`src/design/tle_pkg.sv`:
```
// Shared types, character codes and widths for the terminal line editor.
`default_nettype none

package tle_pkg;

    localparam int C_LINE_DEPTH = 64;
    localparam int W_EVENT      = 4;
    localparam int W_CHAR       = 8;
    localparam int W_POS        = 6;

    localparam logic [7:0] C_ESC       = 8'h1b;
    localparam logic [7:0] C_DEL       = 8'h7f;
    localparam logic [7:0] C_TILDE     = 8'h7e;
    localparam logic [7:0] C_CTL_MASK  = 8'h1f;
    localparam logic [7:0] C_CR        = 8'h0d;
    localparam logic [7:0] C_LF        = 8'h0a;
    localparam logic [7:0] C_SPACE     = 8'h20;
    localparam logic [7:0] C_LBRACKET  = 8'h5b;
    localparam logic [7:0] C_LETTER_O  = 8'h4f;
    localparam logic [7:0] C_LETTER_A  = 8'h41;
    localparam logic [7:0] C_LETTER_B  = 8'h42;
    localparam logic [7:0] C_LETTER_C  = 8'h43;
    localparam logic [7:0] C_LETTER_D  = 8'h44;
    localparam logic [7:0] C_LETTER_E  = 8'h45;
    localparam logic [7:0] C_LETTER_F  = 8'h46;
    localparam logic [7:0] C_LETTER_H  = 8'h48;
    localparam logic [7:0] C_LETTER_L  = 8'h4c;
    localparam logic [7:0] C_DIGIT_0   = 8'h30;
    localparam logic [7:0] C_DIGIT_1   = 8'h31;
    localparam logic [7:0] C_DIGIT_3   = 8'h33;
    localparam logic [7:0] C_DIGIT_4   = 8'h34;
    localparam logic [7:0] C_DIGIT_7   = 8'h37;
    localparam logic [7:0] C_DIGIT_8   = 8'h38;
    localparam logic [7:0] C_DIGIT_9   = 8'h39;

    localparam logic [7:0] C_CTL_A = C_LETTER_A & C_CTL_MASK;
    localparam logic [7:0] C_CTL_B = C_LETTER_B & C_CTL_MASK;
    localparam logic [7:0] C_CTL_C = C_LETTER_C & C_CTL_MASK;
    localparam logic [7:0] C_CTL_E = C_LETTER_E & C_CTL_MASK;
    localparam logic [7:0] C_CTL_F = C_LETTER_F & C_CTL_MASK;
    localparam logic [7:0] C_CTL_L = C_LETTER_L & C_CTL_MASK;

    typedef enum logic [W_EVENT-1:0] {
        EV_NONE      = 4'd0,
        EV_MOVE      = 4'd1,
        EV_TEXT      = 4'd2,
        EV_REDRAW    = 4'd3,
        EV_HIST_UP   = 4'd4,
        EV_HIST_DOWN = 4'd5,
        EV_CHAR      = 4'd6,
        EV_DONE      = 4'd7,
        EV_CANCEL    = 4'd8,
        EV_FULL      = 4'd9
    } t_event;

    typedef enum logic [1:0] {
        ESC_IDLE,
        ESC_1,
        ESC_2,
        ESC_TILDE
    } t_esc;

    typedef enum logic [3:0] {
        K_NONE,
        K_UP,
        K_DOWN,
        K_LEFT,
        K_RIGHT,
        K_HOME,
        K_END,
        K_DELETE,
        K_BKSP,
        K_ENTER,
        K_CANCEL,
        K_REDRAW,
        K_INSERT
    } t_key;

    typedef enum logic [2:0] {
        S_IDLE,
        S_SH_RD,
        S_SH_WR,
        S_PUT,
        S_EM_CHECK,
        S_EM_OUT,
        S_RESULT
    } t_state;

    typedef struct packed {
        t_esc esc_next;
        t_key key;
    } t_dec;

    typedef struct packed {
        logic               valid;
        t_event             event_res;
        logic [W_CHAR-1:0]  line_char;
        logic [W_POS-1:0]   cursor_pos;
        logic [W_POS-1:0]   line_length;
        logic               last;
    } t_res;

endpackage

`default_nettype wire

```
`src/design/terminal_line_editor.sv`:
```
// Top level of the terminal line editor with its output register.
//
// Input channel: one terminal byte per beat on i_in_byte, taken when i_in_valid
// is high and o_in_stall is low. The block takes one byte at a time and holds
// o_in_stall high until the last result of that byte has entered the output
// register.
// Output channel: one result per beat, presented on o_out_valid and held while
// i_out_stall is high. Every byte gives at least one result; o_last marks the
// final one. An output register parts the channels, so the next byte is taken
// while the last result still waits.
// Sequence: a byte that moves no text goes from S_IDLE through S_RESULT into
// the output register. An insert or delete shifts the line store one entry
// per S_SH_RD and S_SH_WR pair, through its one read port and one write port.
// Enter reads the line one character per S_EM_CHECK and S_EM_OUT pair, and
// S_EM_OUT waits while the receiver stalls.
// Reset clears the escape decoder, the cursor, the line length and the output
// valid; the line store keeps whatever it held and needs no clearing.
`default_nettype none

module terminal_line_editor #(
    parameter int LINE_DEPTH = tle_pkg::C_LINE_DEPTH
) (
    input  wire logic                          i_clk,
    input  wire logic                          i_rst_n,
    input  wire logic                          i_in_valid,
    output logic                               o_in_stall,
    input  wire logic [7:0]                    i_in_byte,
    output logic                               o_out_valid,
    input  wire logic                          i_out_stall,
    output logic [tle_pkg::W_EVENT-1:0]        o_event_res,
    output logic [tle_pkg::W_CHAR-1:0]         o_line_char,
    output logic [tle_pkg::W_POS-1:0]          o_cursor_pos,
    output logic [tle_pkg::W_POS-1:0]          o_line_length,
    output logic                               o_last
);

    tle_pkg::t_res res;
    logic          res_ready;
    logic          r_out_valid;
    tle_pkg::t_res r_out;

    tle_seq #(
        .LINE_DEPTH (LINE_DEPTH)
    ) u_seq (
        .i_clk       (i_clk),
        .i_rst_n     (i_rst_n),
        .i_in_valid  (i_in_valid),
        .i_in_byte   (i_in_byte),
        .o_in_stall  (o_in_stall),
        .o_res       (res),
        .i_res_ready (res_ready)
    );

    assign res_ready = !r_out_valid || !i_out_stall;

    always_ff @(posedge i_clk) begin
        if (!i_rst_n) begin
            r_out_valid <= 1'b0;
        end else if (res_ready) begin
            r_out_valid <= res.valid;
        end
        if (res_ready && res.valid) begin
            r_out <= res;
        end
    end

    assign o_out_valid   = r_out_valid;
    assign o_event_res   = r_out.event_res;
    assign o_line_char   = r_out.line_char;
    assign o_cursor_pos  = r_out.cursor_pos;
    assign o_line_length = r_out.line_length;
    assign o_last        = r_out.last;

endmodule

`default_nettype wire

```
`src/design/tle_mem.sv`:
```
// Line store: one write port and one registered read port.
`default_nettype none

module tle_mem #(
    parameter int DEPTH = tle_pkg::C_LINE_DEPTH,
    parameter int AW    = $clog2(DEPTH)
) (
    input  wire logic                        i_clk,
    input  wire logic                        i_we,
    input  wire logic [AW-1:0]               i_waddr,
    input  wire logic [tle_pkg::W_CHAR-1:0]  i_wdata,
    input  wire logic [AW-1:0]               i_raddr,
    output logic      [tle_pkg::W_CHAR-1:0]  o_rdata
);

    logic [tle_pkg::W_CHAR-1:0] r_mem [DEPTH];
    logic [tle_pkg::W_CHAR-1:0] r_rdata;

    always_ff @(posedge i_clk) begin
        if (i_we) begin
            r_mem[i_waddr] <= i_wdata;
        end
        r_rdata <= r_mem[i_raddr];
    end

    assign o_rdata = r_rdata;

endmodule

`default_nettype wire

```
`src/design/tle_dec.sv`:
```
// Escape sequence and control byte decoder for the line editor.
`default_nettype none

module tle_dec (
    input  wire logic [7:0]    i_byte,
    input  wire tle_pkg::t_esc i_esc,
    input  wire logic [7:0]    i_first,
    input  wire logic [7:0]    i_second,
    output tle_pkg::t_dec      o_dec
);

    function automatic tle_pkg::t_key decode_two(input logic [7:0] first,
                                                 input logic [7:0] second);
        tle_pkg::t_key key;
        key = tle_pkg::K_NONE;
        if (first == tle_pkg::C_LBRACKET) begin
            unique case (second)
                tle_pkg::C_LETTER_A: key = tle_pkg::K_UP;
                tle_pkg::C_LETTER_B: key = tle_pkg::K_DOWN;
                tle_pkg::C_LETTER_C: key = tle_pkg::K_RIGHT;
                tle_pkg::C_LETTER_D: key = tle_pkg::K_LEFT;
                tle_pkg::C_LETTER_H: key = tle_pkg::K_HOME;
                tle_pkg::C_LETTER_F: key = tle_pkg::K_END;
                default:             key = tle_pkg::K_NONE;
            endcase
        end else if (first == tle_pkg::C_LETTER_O) begin
            if (second == tle_pkg::C_LETTER_H) begin
                key = tle_pkg::K_HOME;
            end else if (second == tle_pkg::C_LETTER_F) begin
                key = tle_pkg::K_END;
            end
        end
        return key;
    endfunction

    function automatic tle_pkg::t_key decode_tilde(input logic [7:0] second);
        tle_pkg::t_key key;
        unique case (second) inside
            tle_pkg::C_DIGIT_1, tle_pkg::C_DIGIT_7: key = tle_pkg::K_HOME;
            tle_pkg::C_DIGIT_4, tle_pkg::C_DIGIT_8: key = tle_pkg::K_END;
            tle_pkg::C_DIGIT_3:                     key = tle_pkg::K_DELETE;
            default:                                key = tle_pkg::K_NONE;
        endcase
        return key;
    endfunction

    function automatic tle_pkg::t_key decode_char(input logic [7:0] b);
        tle_pkg::t_key key;
        unique case (b) inside
            tle_pkg::C_CR, tle_pkg::C_LF: key = tle_pkg::K_ENTER;
            tle_pkg::C_CTL_A:             key = tle_pkg::K_HOME;
            tle_pkg::C_CTL_E:             key = tle_pkg::K_END;
            tle_pkg::C_CTL_B:             key = tle_pkg::K_LEFT;
            tle_pkg::C_CTL_F:             key = tle_pkg::K_RIGHT;
            tle_pkg::C_CTL_C:             key = tle_pkg::K_CANCEL;
            tle_pkg::C_CTL_L:             key = tle_pkg::K_REDRAW;
            tle_pkg::C_DEL:               key = tle_pkg::K_BKSP;
            default: begin
                if (b < tle_pkg::C_SPACE || b > tle_pkg::C_TILDE) begin
                    key = tle_pkg::K_NONE;
                end else begin
                    key = tle_pkg::K_INSERT;
                end
            end
        endcase
        return key;
    endfunction

    always_comb begin
        o_dec.esc_next = tle_pkg::ESC_IDLE;
        o_dec.key      = tle_pkg::K_NONE;
        unique case (i_esc)
            tle_pkg::ESC_1: begin
                o_dec.esc_next = tle_pkg::ESC_2;
            end
            tle_pkg::ESC_2: begin
                if (i_first == tle_pkg::C_LBRACKET && i_byte >= tle_pkg::C_DIGIT_0
                        && i_byte <= tle_pkg::C_DIGIT_9) begin
                    o_dec.esc_next = tle_pkg::ESC_TILDE;
                end else begin
                    o_dec.key = decode_two(i_first, i_byte);
                end
            end
            tle_pkg::ESC_TILDE: begin
                if (i_byte == tle_pkg::C_TILDE) begin
                    o_dec.key = decode_tilde(i_second);
                end
            end
            default: begin
                if (i_byte == tle_pkg::C_ESC) begin
                    o_dec.esc_next = tle_pkg::ESC_1;
                end else begin
                    o_dec.key = decode_char(i_byte);
                end
            end
        endcase
    end

endmodule

`default_nettype wire

```
`src/design/tle_seq.sv`:
```
// Editing sequencer: shifts, inserts and streams the line through the store one entry at a time.
`default_nettype none

module tle_seq #(
    parameter int LINE_DEPTH = tle_pkg::C_LINE_DEPTH
) (
    input  wire logic        i_clk,
    input  wire logic        i_rst_n,
    input  wire logic        i_in_valid,
    input  wire logic [7:0]  i_in_byte,
    output logic             o_in_stall,
    output tle_pkg::t_res    o_res,
    input  wire logic        i_res_ready
);

    localparam int AW = $clog2(LINE_DEPTH);
    localparam logic [AW-1:0] LMAX = AW'(LINE_DEPTH - 1);
    localparam logic [AW:0]   ONE_W = (AW+1)'(1);

    tle_pkg::t_state r_state, n_state;
    tle_pkg::t_esc   r_esc, n_esc;
    tle_pkg::t_event r_event, n_event;
    logic [7:0]      r_first, n_first;
    logic [7:0]      r_second, n_second;
    logic [7:0]      r_byte, n_byte;
    logic [AW-1:0]   r_cursor, n_cursor;
    logic [AW-1:0]   r_len, n_len;
    logic [AW-1:0]   r_ptr, n_ptr;
    logic [AW-1:0]   r_cnt, n_cnt;
    logic            r_ins, n_ins;

    logic                        mem_we;
    logic [AW-1:0]               mem_waddr;
    logic [tle_pkg::W_CHAR-1:0]  mem_wdata;
    logic [AW-1:0]               mem_raddr;
    logic [tle_pkg::W_CHAR-1:0]  mem_rdata;
    logic [AW-1:0]               step_ptr;
    tle_pkg::t_dec               dec;

    tle_dec u_dec (
        .i_byte   (i_in_byte),
        .i_esc    (r_esc),
        .i_first  (r_first),
        .i_second (r_second),
        .o_dec    (dec)
    );

    tle_mem #(
        .DEPTH (LINE_DEPTH)
    ) u_mem (
        .i_clk   (i_clk),
        .i_we    (mem_we),
        .i_waddr (mem_waddr),
        .i_wdata (mem_wdata),
        .i_raddr (mem_raddr),
        .o_rdata (mem_rdata)
    );

    always_ff @(posedge i_clk) begin
        if (!i_rst_n) begin
            r_state  <= tle_pkg::S_IDLE;
            r_esc    <= tle_pkg::ESC_IDLE;
            r_first  <= '0;
            r_second <= '0;
            r_cursor <= '0;
            r_len    <= '0;
        end else begin
            r_state  <= n_state;
            r_esc    <= n_esc;
            r_first  <= n_first;
            r_second <= n_second;
            r_cursor <= n_cursor;
            r_len    <= n_len;
        end
        r_event <= n_event;
        r_byte  <= n_byte;
        r_ptr   <= n_ptr;
        r_cnt   <= n_cnt;
        r_ins   <= n_ins;
    end

    assign step_ptr = r_ins ? (r_ptr - AW'(1)) : (r_ptr + AW'(1));

    always_comb begin
        n_state   = r_state;
        n_esc     = r_esc;
        n_event   = r_event;
        n_first   = r_first;
        n_second  = r_second;
        n_byte    = r_byte;
        n_cursor  = r_cursor;
        n_len     = r_len;
        n_ptr     = r_ptr;
        n_cnt     = r_cnt;
        n_ins     = r_ins;
        mem_we    = 1'b0;
        mem_waddr = r_ptr;
        mem_wdata = mem_rdata;
        mem_raddr = r_ptr;
        o_in_stall        = 1'b1;
        o_res.valid       = 1'b0;
        o_res.event_res   = r_event;
        o_res.line_char   = '0;
        o_res.cursor_pos  = tle_pkg::W_POS'(r_cursor);
        o_res.line_length = tle_pkg::W_POS'(r_len);
        o_res.last        = 1'b1;

        unique case (r_state)
            tle_pkg::S_IDLE: begin
                o_in_stall = 1'b0;
                if (i_in_valid) begin
                    n_esc   = dec.esc_next;
                    n_event = tle_pkg::EV_NONE;
                    n_state = tle_pkg::S_RESULT;
                    if (r_esc == tle_pkg::ESC_1) begin
                        n_first = i_in_byte;
                    end
                    if (r_esc == tle_pkg::ESC_2) begin
                        n_second = i_in_byte;
                    end
                    unique case (dec.key)
                        tle_pkg::K_UP:     n_event = tle_pkg::EV_HIST_UP;
                        tle_pkg::K_DOWN:   n_event = tle_pkg::EV_HIST_DOWN;
                        tle_pkg::K_REDRAW: n_event = tle_pkg::EV_REDRAW;
                        tle_pkg::K_LEFT: begin
                            if (r_cursor != '0) begin
                                n_cursor = r_cursor - AW'(1);
                                n_event  = tle_pkg::EV_MOVE;
                            end
                        end
                        tle_pkg::K_RIGHT: begin
                            if (r_cursor < r_len) begin
                                n_cursor = r_cursor + AW'(1);
                                n_event  = tle_pkg::EV_MOVE;
                            end
                        end
                        tle_pkg::K_HOME: begin
                            n_cursor = '0;
                            n_event  = tle_pkg::EV_MOVE;
                        end
                        tle_pkg::K_END: begin
                            n_cursor = r_len;
                            n_event  = tle_pkg::EV_MOVE;
                        end
                        tle_pkg::K_CANCEL: begin
                            n_cursor = '0;
                            n_len    = '0;
                            n_event  = tle_pkg::EV_CANCEL;
                        end
                        tle_pkg::K_DELETE: begin
                            if (r_cursor < r_len) begin
                                n_ins   = 1'b0;
                                n_ptr   = r_cursor;
                                n_event = tle_pkg::EV_TEXT;
                                if ({1'b0, r_cursor} + ONE_W < {1'b0, r_len}) begin
                                    n_state = tle_pkg::S_SH_RD;
                                end else begin
                                    n_len = r_len - AW'(1);
                                end
                            end
                        end
                        tle_pkg::K_BKSP: begin
                            if (r_cursor != '0) begin
                                n_ins    = 1'b0;
                                n_ptr    = r_cursor - AW'(1);
                                n_cursor = r_cursor - AW'(1);
                                n_event  = tle_pkg::EV_TEXT;
                                if (r_cursor < r_len) begin
                                    n_state = tle_pkg::S_SH_RD;
                                end else begin
                                    n_len = r_len - AW'(1);
                                end
                            end
                        end
                        tle_pkg::K_ENTER: begin
                            n_ptr    = '0;
                            n_cnt    = r_len;
                            n_len    = '0;
                            n_cursor = '0;
                            n_state  = tle_pkg::S_EM_CHECK;
                        end
                        tle_pkg::K_INSERT: begin
                            if (r_len >= LMAX) begin
                                n_event = tle_pkg::EV_FULL;
                            end else begin
                                n_ins  = 1'b1;
                                n_byte = i_in_byte;
                                n_ptr  = r_len;
                                if (r_len > r_cursor) begin
                                    n_state = tle_pkg::S_SH_RD;
                                end else begin
                                    n_state = tle_pkg::S_PUT;
                                end
                            end
                        end
                        default: n_event = tle_pkg::EV_NONE;
                    endcase
                end
            end
            tle_pkg::S_SH_RD: begin
                mem_raddr = step_ptr;
                n_state   = tle_pkg::S_SH_WR;
            end
            tle_pkg::S_SH_WR: begin
                mem_we    = 1'b1;
                mem_waddr = r_ptr;
                mem_wdata = mem_rdata;
                n_ptr     = step_ptr;
                if (r_ins) begin
                    if (step_ptr > r_cursor) begin
                        n_state = tle_pkg::S_SH_RD;
                    end else begin
                        n_state = tle_pkg::S_PUT;
                    end
                end else begin
                    if ({1'b0, step_ptr} + ONE_W < {1'b0, r_len}) begin
                        n_state = tle_pkg::S_SH_RD;
                    end else begin
                        n_len   = r_len - AW'(1);
                        n_event = tle_pkg::EV_TEXT;
                        n_state = tle_pkg::S_RESULT;
                    end
                end
            end
            tle_pkg::S_PUT: begin
                mem_we    = 1'b1;
                mem_waddr = r_cursor;
                mem_wdata = r_byte;
                n_cursor  = r_cursor + AW'(1);
                n_len     = r_len + AW'(1);
                n_event   = tle_pkg::EV_TEXT;
                n_state   = tle_pkg::S_RESULT;
            end
            tle_pkg::S_EM_CHECK: begin
                if (r_ptr < r_cnt) begin
                    n_state = tle_pkg::S_EM_OUT;
                end else begin
                    n_event = tle_pkg::EV_DONE;
                    n_state = tle_pkg::S_RESULT;
                end
            end
            tle_pkg::S_EM_OUT: begin
                o_res.valid     = 1'b1;
                o_res.event_res = tle_pkg::EV_CHAR;
                o_res.line_char = mem_rdata;
                o_res.last      = 1'b0;
                if (i_res_ready) begin
                    n_ptr   = r_ptr + AW'(1);
                    n_state = tle_pkg::S_EM_CHECK;
                end
            end
            tle_pkg::S_RESULT: begin
                o_res.valid = 1'b1;
                if (i_res_ready) begin
                    n_state = tle_pkg::S_IDLE;
                end
            end
            default: n_state = tle_pkg::S_IDLE;
        endcase
    end

endmodule

`default_nettype wire

```
`config.mk`:
```
export PLATFORM = sky130hd
export DESIGN_NAME = terminal_line_editor
export DESIGN_NICKNAME = d
export VERILOG_FILES = /design/src/design/tle_pkg.sv /design/src/design/terminal_line_editor.sv /design/src/design/tle_mem.sv /design/src/design/tle_dec.sv /design/src/design/tle_seq.sv
export SDC_FILE = /design/constraint.sdc
export NUM_CORES = 1
export LEC_CHECK = 0
export BUFFER_PORTS_ARGS = -buffer_cell sky130_fd_sc_hd__buf_2
export CAP_MARGIN = 20
export CELL_PAD_IN_SITES_DETAIL_PLACEMENT = 1
export CELL_PAD_IN_SITES_GLOBAL_PLACEMENT = 2
export CORE_MARGIN = 1.5
export CORE_UTILIZATION = 25
export DETAILED_ROUTE_END_ITERATION = 8
export GPL_TIMING_DRIVEN = 0
export PLACE_DENSITY = 0.54
export SLEW_MARGIN = 40
export SYNTH_ARGS = -nofsm -noshare
export SYNTH_HDL_FRONTEND = slang
export SYNTH_HIERARCHICAL = 1
export SYNTH_SLANG_ARGS = --single-unit
```
`constraint.sdc`:
```
create_clock -name i_clk -period 9.1 [get_ports i_clk]
set_input_delay 0 -clock i_clk [delete_from_list [all_inputs] [get_ports i_clk]]
set_output_delay 0 -clock i_clk [all_outputs]
set_load 0.02 [all_outputs]
```
==> metrics.txt, run 1 <==
FMAX=0.185 GHz; slew margin rel.=31.8%; number of detailed-route iterations in the first pass=6; chip height=327 um; Final Max Slew Viols=0; Iteration-0 DRC Markers=1447; routed vias/inst=4.89; Req. time, crit path=9590 ps; PortBufs=38; Root Buffer=clkbuf_16; number of synthesized flops with an enable pin=562; sequential fraction of the synthesis area=67.3%; n_diodes=0; routed via count=15800; clock sink count=604; Core Rows=118; final hold viol count=0; RSZ-0062 raised after global routing=false; Ports=39; total power=11.4 mW; status=finished clean; GRT Total Usage=16.1%; top cell type by total area after synthesis=edfxtp_1; P per Cell Area=369 nW/um^2; Crit Path Max Fanout=10; cells after synthesis=1673; cells along the critical path=clkbuf_1, clkbuf_1, nand3_1, o21ai_1, buf_2, buf_2, buf_2, clkbuf_1, o21ai_0, a22o_1; Clock transition at path regs=60 ps; Routed WL=86.7 mm; dominant cells by area after synthesis=edfxtp_1 64%, mux4_2 11%, dfxtp_1 3.2%, nor2_1 2.1%, mux2i_1 1.7%; fin util=29.8%; Syn Std Cell Area=26300 sq um; share of layout cells above drive strength 1=22.7%; fin nets=1850; Setup-failing EPs final=0; initial antenna violation count=4; Critical Path AT=5880 ps; commonest cells in the netlist=562 x edfxtp_1, 148 x nor2_1, 124 x mux4_2, 95 x nand2_1; Max Buffers Root-to-Sink=3; critical setup path kind=reg -> reg; count leader, synth=edfxtp_1; Tmin final=5390 ps; die width=327 um; critical path's largest stage delay=650 ps; clock latency at the later pin of the worst-skew pair=630 ps; fin crit share=59.3%; Static Leak=9.99 nW; CP startpoint kind=register; vias in the first global route=16700; HPWL Detailed=60.6 mm; Die ar.=107000 sq um; Critical Path End Type=register; Max VDD drop=209 uV; Inserted Clock Buffers=69; Least-Margin Pin Slew=1010 ps; skew final=21.0 ps; Syn. warnings=6; per-cell routed wire length=26.8 um; top cell type's share of synthesized area=64.1%; Resize count post-CTS=0; predominant post-synthesis flop cell=edfxtp_1; core area=104000 sq um; final setup TNS=0 ps; global-route wire length before repair=123 mm; Mapped Nets=1720; RD Place Congestion=0.839; Unique masters post-synth=89; DRC=0; largest net degree at the start of global routing=54; slowest CP cell=o21ai_1; Area growth syn-to-layout=17.8%; syn avg cell area=15.7 sq um; Starting Density=25.3%; antenna-violating nets left=0; GRT overflow=0; htree depth=3; register bit total from synthesis=604; MaxCap Viol Count=0; CTS tree=done; ys async rst share=0%; HP Class=in -> reg; Fillers=10900
## critical path, delay by kind of cell (launching register included)
family,cells,cell delay [ps]
buffers and inverters,6,2720
and+or+nand+nor,1,450
DFF,1,390
AOI/OAI and AO/OA,3,1660
## sequential cells by signal, summed over array words and instances (netlist names), 8 cells and up
signal	cells
u_seq/u_mem/r_mem	512
u_seq/r_second	8
u_seq/u_mem/o_rdata	8
u_seq/r_first	8
o_line_char	8
u_seq/r_byte	8
## final timing paths
path | start | end | slack, ps | depth (start not counted)
worst min-delay path | i_out_stall | u_seq/r_state[0] | 140 | 6
worst min register to register | u_seq/r_cursor[2] | o_cursor_pos[2] | 430 | 0
worst max register to register | u_seq/r_state[0] | u_seq/u_mem/o_rdata[0] | 3710 | 10
worst max-delay path | u_seq/r_state[0] | u_seq/u_mem/o_rdata[0] | 3710 | 10
## power by group
part           switching (mW)  internal [mW]
Combinational            3.29           1.68
Sequential              0.100           3.59
Clock                    1.14           1.64
## cell families after synthesis
logic type / Yosys count / share of synthesized area, %
flip-flops: 604 / 67.3
AO/OA/AOI/OAI: 249 / 6.55
multiplexers: 174 / 12.5
buffers and inverters: 133 / 2.52
adder cells (fa/ha/maj): 35 / 1.66
AND/OR/NAND/NOR: 450 / 8.42
XOR/XNOR: 28 / 0.989
## stage by stage
| step | hold slack (ps) | instances | instance area, sq um | worst slack (ps) |
|---|---|---|---|---|
| floorplan | 98.9 | 1673 | 26300 | 5780 |
| CTS | 90.5 | 3233 | 31000 | 3790 |
| global placement | 281 | 3091 | 28200 | 3500 |
| detailed placement | 311 | 3100 | 28600 | 3840 |
| global route | 172 | 3233 | 31000 | 3610 |
| finish | 135 | 3233 | 31000 | 3710 |
## area by class of cell
cell class / instances / area (sq um) / area share [%]
buffer: 97 / 538 / 1.74
clock buffer: 85 / 1830 / 5.90
clock inverter: 36 / 429 / 1.38
inverter: 36 / 135 / 0.436
multi-input combinational: 936 / 8150 / 26.3
sequential: 604 / 17700 / 57.1
tap: 1380 / 1730 / 5.57
timing repair buffer: 59 / 482 / 1.55
## layout by cell type (no fill, tap or decap), types with 25 or more instances in the layout
| cell type | count |
|---|---|
| ha_1 | 35 |
| nand2_1 | 87 |
| o21ai_0 | 50 |
| inv_1 | 32 |
| nor2_1 | 93 |
| dfxtp_1 | 42 |
| a21oi_1 | 35 |
| nor2_2 | 55 |
| nor3_1 | 25 |
| mux2i_1 | 44 |
| mux4_2 | 124 |
| clkbuf_1 | 60 |
| clkbuf_16 | 71 |
| buf_2 | 59 |
| edfxtp_1 | 562 |
| nand3_1 | 49 |
| o22ai_1 | 28 |
## per-layer routing
metal	GRT usage, %	vias up	wire, um
met5	0	-	0
met4	5.32	0	2620
met3	2.42	119	3480
met2	27.3	384	42400
met1	21.1	8410	38200
li1	-	6893	-
## what timing repair did
action / 4_1_cts / 5_1_grt
hold endpoints to repair: 29 / 0
hold buffers: 12 / 0
buffers inserted: 0 / 0
(Power assumes the default switching activity.)
==> run 2, diff against run 1 <==
Clock period 9.1 ns to 5 ns, I/O delays scaled along.
==> run 2 against run 1 <==
  * Wire length rose by 0.10%
  * Die area unchanged
  * Critical path depth increased by 2
  * Clock skew is 0.76 ps higher
  * Combinational power grew 83%
  * First-iteration DRC count is 3.9% lower
  * Fmax up 11%
  * Largest cell class unchanged
==> metrics.txt, run 2 (synthesis gave the netlist of run 1 again) <==
status=finished clean (unchanged); skew final=21.7 ps (was 21.0 ps); met2 usage=27.3% (about the same); FF-to-FF End=u_seq/u_mem/o_rdata[3] (was u_seq/u_mem/o_rdata[0]); fin crit share=97.0% (was 59.3%); placed instance count=3100 (unchanged); n_diodes=0 (unchanged); setup slack, reg-to-reg=150 ps (was 3710 ps); largest net degree at the start of global routing=54 (unchanged); core area=104000 sq um (unchanged); Iteration-0 DRC Markers=1390 (was 1447); Routed WL=86.8 mm (was 86.7 mm); FMAX=0.206 GHz (was 0.185 GHz); busiest grt layer=met2 (unchanged); Area growth syn-to-layout=17.9% (was 17.8%); P per Cell Area=671 nW/um^2 (was 369 nW/um^2); PortBufs=38 (unchanged); share of layout cells above drive strength 1=23.0% (was 22.7%); Core Rows=118 (unchanged); clock latency at the later pin of the worst-skew pair=630 ps (about the same); global-route wire length before repair=123 mm (about the same); GRT overflow=0 (unchanged); antenna-violating nets left=0 (unchanged); Root Buffer=clkbuf_16 (unchanged); met3 Resource Use GR=2.39% (was 2.42%); max FFs per register=512 (unchanged); Tmin final=4850 ps (was 5390 ps); Most flops, register=u_seq/u_mem/r_mem (unchanged); Static Leak=10.0 nW (was 9.99 nW); final hold viol count=0 (unchanged); initial antenna violation count=4 (unchanged); Max VDD drop=376 uV (was 209 uV); number of detailed-route iterations in the first pass=5 (was 6); DRC=0 (unchanged); per-cell routed wire length=26.9 um (was 26.8 um); Max Buffers Root-to-Sink=3 (unchanged); Setup-failing EPs final=0 (unchanged); GRT Total Usage=16.1% (about the same); chip height=327 um (unchanged); HP Class=in -> reg (unchanged); Ports=39 (unchanged); Final Max Slew Viols=0 (unchanged); Clock transition at path regs=60 ps (about the same); most frequent cells in the layout=562 x edfxtp_1, 124 x mux4_2, 90 x nor2_1 (was 562 x edfxtp_1, 124 x mux4_2, 93 x nor2_1); HPWL Detailed=60.6 mm (unchanged); Req. time, crit path=5420 ps (was 9590 ps); most common cell after layout, fill and taps aside=edfxtp_1 (unchanged); RD Place Congestion=0.839 (unchanged); clock sink count=604 (unchanged); Critical Path Sink=u_seq/u_mem/o_rdata[3] (was u_seq/u_mem/o_rdata[0]); cells on worst reg2reg path=12 (was 10); CTS tree=done (unchanged); MaxCap Viol Count=0 (unchanged); met1 Resource Use GR=21.1% (about the same); Critical Path AT=5270 ps (was 5880 ps); CP startpoint kind=register (unchanged); fin nets=1849 (was 1850); htree depth=3 (unchanged); Starting Density=25.3% (unchanged); reg2reg start=u_seq/r_state[0] (unchanged); die width=327 um (unchanged); RSZ-0062 raised after global routing=true (was false); Critical path origin=u_seq/r_state[0] (unchanged); Layout Cells excl Fill=3232 (was 3233); Critical Path End Type=register (unchanged); vias in the first global route=16700 (about the same); critical setup path kind=reg -> reg (unchanged); routed vias/inst=4.91 (was 4.89); setup repair bufs after CTS=0 (unchanged); Least-Margin Pin Slew=961 ps (was 1010 ps); Inserted Clock Buffers=69 (unchanged); Crit Path Max Fanout=10 (unchanged); routed via count=15900 (was 15800); slew margin rel.=35.3% (was 31.8%); final setup TNS=0 ps (unchanged); Die ar.=107000 sq um (unchanged)
==> run 2: changes by cell type in the layout (fill, tap and decap cells not counted), sizes merged <==
cell | previous run | this run
buf | 89 | 88
==> run 2: per-stage QoR <==
step / power, mW / util, % / setup slack, ps / area [sq um] / hold slack, ps
6_report: 20.8 / 29.9 / 152 / 31000 / 136
5_1_grt: 21.7 / 29.9 / -109 / 31000 / 172
4_1_cts: 21.1 / 29.8 / -45.4 / 31000 / 90.5
3_5_place_dp: 15.9 / 27.5 / -262 / 28600 / 311
3_3_place_gp: 15.7 / 27.2 / -599 / 28200 / 281
2_1_floorplan: 12.0 / - / 1680 / 26300 / 98.9
==> run 2: area by class of cell <==
class                      count  area, sq um
multi-input combinational    936         8170
fill                       10900        72900
clock buffer                  85         1830
tap                         1380         1730
timing repair buffer          59          482
buffer                        96          537
clock inverter                36          429
sequential                   604        17700
inverter                      36          135
==> run 2: repair_timing <==
item / 4_1_cts / 5_1_grt
setup endpoints to repair: 28 / 68
pin swaps: 0 / 0
hold buffers: 12 / 0
hold endpoints to repair: 29 / 0
gates resized for setup: 1 / 8
==> run 2: layer usage <==
metal | part of all wire (%) | routed length [um] | vias up
met5 | 0 | 0 | -
met1 | 44 | 38100 | 8447
met3 | 4.1 | 3590 | 121
met2 | 49 | 42400 | 419
li1 | - | - | 6889
met4 | 3.1 | 2650 | 0
==> run 2: report_power, final <==
group / switching (mW) / internal, mW / total [mW]
clock network: 2.07 / 2.98 / 5.05
logic: 6.00 / 3.05 / 9.06
registers: 0.180 / 6.54 / 6.72
==> run 2: worst min path at each step <==
stage	to	slack, ps	depth (start not counted)	start
floorplan	u_seq/r_byte[0]	100	0	i_in_byte[0]
global placement	o_out_valid	280	2	i_rst_n
detailed placement	o_out_valid	310	2	i_rst_n
CTS	u_seq/r_state[0]	90	6	i_out_stall
global route	u_seq/r_state[2]	170	5	i_out_stall
finish	u_seq/r_state[0]	140	6	i_out_stall
==> run 2: worst max-delay path, stage by stage (launching register included) <==
cell and delay (ps):
dfxtp_1 380, clkbuf_1 450, clkbuf_1 480, nand3_2 340, a21oi_1 240, buf_4 250, buf_2 450, buf_2 500
mux4_2 410, o22ai_1 170, nor2_1 110, o21ai_0 540, nand3_1 280
==> run 3, diff against run 2 <==
Settings changed: PLACE_DENSITY 0.54 to 0.56.
Clock period 5 ns to 4.1 ns, I/O delays scaled along.
==> run 3 against run 2 <==
  * Cell count is 0.50% higher
  * Count of clock-buffer cells in the layout is 4 higher
  * First-iteration DRC count is 5.1% lower
  * Sequential power is 22% higher
  * Largest cell class unchanged
==> metrics.txt, run 3 (synthesis gave the netlist of run 1 again) <==
status=finished clean (unchanged); number of detailed-route iterations in the first pass=5 (unchanged); max FFs per register=512 (unchanged); Layout Cells excl Fill=3248 (was 3232); skew final=41.4 ps (was 21.7 ps); Tmin final=4020 ps (was 4850 ps); Iteration-0 DRC Markers=1319 (was 1390); initial antenna violation count=4 (unchanged); critical path's largest stage delay=470 ps (was 540 ps); fin crit share=98.2% (was 97.0%); slew margin rel.=38.8% (was 35.3%); clock sink count=604 (unchanged); htree depth=3 (unchanged); critical setup path kind=reg -> reg (unchanged); clock latency at the later pin of the worst-skew pair=640 ps (was 630 ps); Core Rows=118 (unchanged); final hold viol count=0 (unchanged); HP Class=in -> reg (unchanged); placed instance count=3101 (was 3100); cells on worst reg2reg path=13 (was 12); Sw Ratio=39.3% (was 39.6%); Most flops, register=u_seq/u_mem/r_mem (unchanged); Root Buffer=clkbuf_16 (unchanged); Area growth syn-to-layout=20.0% (was 17.9%); Seq pwr share=31.6% (was 32.3%); Ports=39 (unchanged); vias in the first global route=16700 (about the same); slowest CP cell=edfxtp_1 (was o21ai_0); Clock transition at path regs=60 ps (about the same); Critical Path AT=4500 ps (was 5270 ps); DRC=0 (unchanged); Die ar.=107000 sq um (unchanged); final setup TNS=0 ps (unchanged); cells along the critical path=buf_4, inv_1, ha_1, mux2i_1, xor2_2, o21ai_4, buf_4, buf_1, buf_4, mux4_2, mux2i_1, a31oi_1, a22o_1 (was clkbuf_1, clkbuf_1, nand3_2, a21oi_1, buf_4, buf_2, buf_2, mux4_2, o22ai_1, nor2_1, o21ai_0, nand3_1); Crit Path Max Fanout=10 (unchanged); routed via count=15900 (about the same); n_diodes=0 (unchanged); Max VDD drop=382 uV (was 376 uV); HPWL Detailed=59.5 mm (was 60.6 mm); Worst Hold Path EP=u_seq/r_state[2] (was u_seq/r_state[0]); Final Max Slew Viols=0 (unchanged); largest net degree at the start of global routing=53 (was 54); MaxCap Viol Count=0 (unchanged); routed vias/inst=4.89 (was 4.91); GRT Total Usage=15.9% (was 16.1%); cell mode on critical path=buf_4; Fillers=10900 (about the same); setup slack, reg-to-reg=80 ps (was 150 ps); RD Place Congestion=0.851 (was 0.839); Comb pwr share=44.0% (was 43.5%); hold path start=i_out_stall (unchanged); Setup-failing EPs final=0 (unchanged); chip height=327 um (unchanged); reg2reg start=u_seq/r_ptr[0] (was u_seq/r_state[0]); Hold Crit Depth=5 (was 6); P_sw=10.2 mW (was 8.25 mW); Inserted Clock Buffers=68 (was 69); most frequent cells in the layout=562 x edfxtp_1, 124 x mux4_2, 85 x nand2_1, 85 x nor2_1, 70 x clkbuf_16 (was 562 x edfxtp_1, 124 x mux4_2, 90 x nor2_1); share of layout cells above drive strength 1=25.3% (was 23.0%); FF-to-FF End=u_seq/u_mem/o_rdata[6] (was u_seq/u_mem/o_rdata[3]); Critical Path End Type=register (unchanged); Clk network pwr share=24.4% (was 24.3%); PortBufs=38 (unchanged); P per Cell Area=821 nW/um^2 (was 671 nW/um^2); global-route wire length before repair=122 mm (was 123 mm); GRT overflow=0 (unchanged); CP startpoint kind=register (unchanged); per-cell routed wire length=26.3 um (was 26.9 um); Req. time, crit path=4570 ps (was 5420 ps); Least-Margin Pin Slew=918 ps (was 961 ps); Routed WL=85.4 mm (was 86.8 mm); Static Leak=10.2 nW (was 10.0 nW); Max Buffers Root-to-Sink=3 (unchanged); Pint=15.7 mW (was 12.6 mW); core area=104000 sq um (unchanged); CTS tree=done (unchanged); die width=327 um (unchanged); Starting Density=25.3% (unchanged); FMAX=0.248 GHz (was 0.206 GHz); antenna-violating nets left=0 (unchanged); most common cell after layout, fill and taps aside=edfxtp_1 (unchanged); fin nets=1859 (was 1849)
run 3: cell count changes in the layout (fill, tap and decap cells not counted), sizes merged:
cell / previous run / this run
bufinv: 7 / 9
clkinv: 30 / 27
buf: 88 / 106
clkinvlp: 2 / 3
dlygate4sd3: 12 / 11
clkbuf: 140 / 138
inv: 33 / 34
run 3: per-layer routing:
layer	GRT usage, %	vias to the layer above	wire [um]
met5	0	-	20
met4	5.15	4	2510
met3	2.99	129	4280
met2	26.7	442	41800
met1	20.7	8380	36800
li1	-	6924	-
run 3: cell type report:
cell class	instances	area, sq um	share of cell area, %
multi-input cells	936	8460	26.8
flip-flops and latches	604	17700	56.1
inverters	36	139	0.440
plain buffers	91	589	1.87
clock buffers	89	1820	5.77
well taps	1380	1730	5.47
clock inverters	37	493	1.56
repair buffers	75	628	1.99
run 3: per-stage QoR:
| step | hold slack, ps | worst slack [ps] | utilization, % | area, sq um | power [mW] |
|---|---|---|---|---|---|
| after floorplan | 98.9 | 780 | - | 26300 | 14.7 |
| after global placement | 275 | -1370 | 27.2 | 28200 | 19.0 |
| after detailed placement | 272 | -1060 | 27.5 | 28600 | 19.3 |
| after CTS | 8.16 | -125 | 30.3 | 31500 | 26.1 |
| after global routing | 96.4 | -18.9 | 30.4 | 31600 | 27.1 |
| final | 25.8 | 75.1 | 30.4 | 31600 | 25.9 |
run 3: what timing repair did:
item,in CTS,in global routing
gates resized for setup,117,31
setup buffers,10,6
setup endpoints to repair,510,460
hold buffers,11,0
hold endpoints to repair,30,0
pin swaps,7,2
run 3: how the worst max path moves through the flow:
stage / endpoint / slack, ps / startpoint / cells after the start
after floorplan: u_seq/u_mem/r_mem[28][0] / 780 / u_seq/r_state[2] / 11
after global placement: u_seq/u_mem/o_rdata[0] / -1370 / u_seq/r_state[0] / 10
after CTS: u_seq/u_mem/r_mem[1][6] / -130 / u_seq/r_state[2] / 9
after detailed placement: u_seq/u_mem/o_rdata[0] / -1060 / u_seq/r_state[0] / 11
final: u_seq/u_mem/o_rdata[6] / 80 / u_seq/r_ptr[0] / 13
after global routing: u_seq/r_len[5] / -20 / u_seq/r_ptr[0] / 17
run 3: power by group through the flow:
| stage | clock [mW] | combinational, mW | sequential [mW] |
|---|---|---|---|
| 3_5_place_dp | 0 | 11.0 | 8.32 |
| 5_1_grt | 6.70 | 12.1 | 8.23 |
| 4_1_cts | 6.50 | 11.4 | 8.20 |
| 3_3_place_gp | 0 | 10.5 | 8.49 |
| 2_1_floorplan | 0 | 6.35 | 8.31 |
| 6_report | 6.33 | 11.4 | 8.19 |
run 3: worst max-delay path: cells and delay by family, from the launching register on:
family	cells	cell delay (ps)
compound gates	3	790
buf+inv	5	1250
fa+ha+maj	1	230
xor+xnor	1	230
flops	1	470
mux	3	880
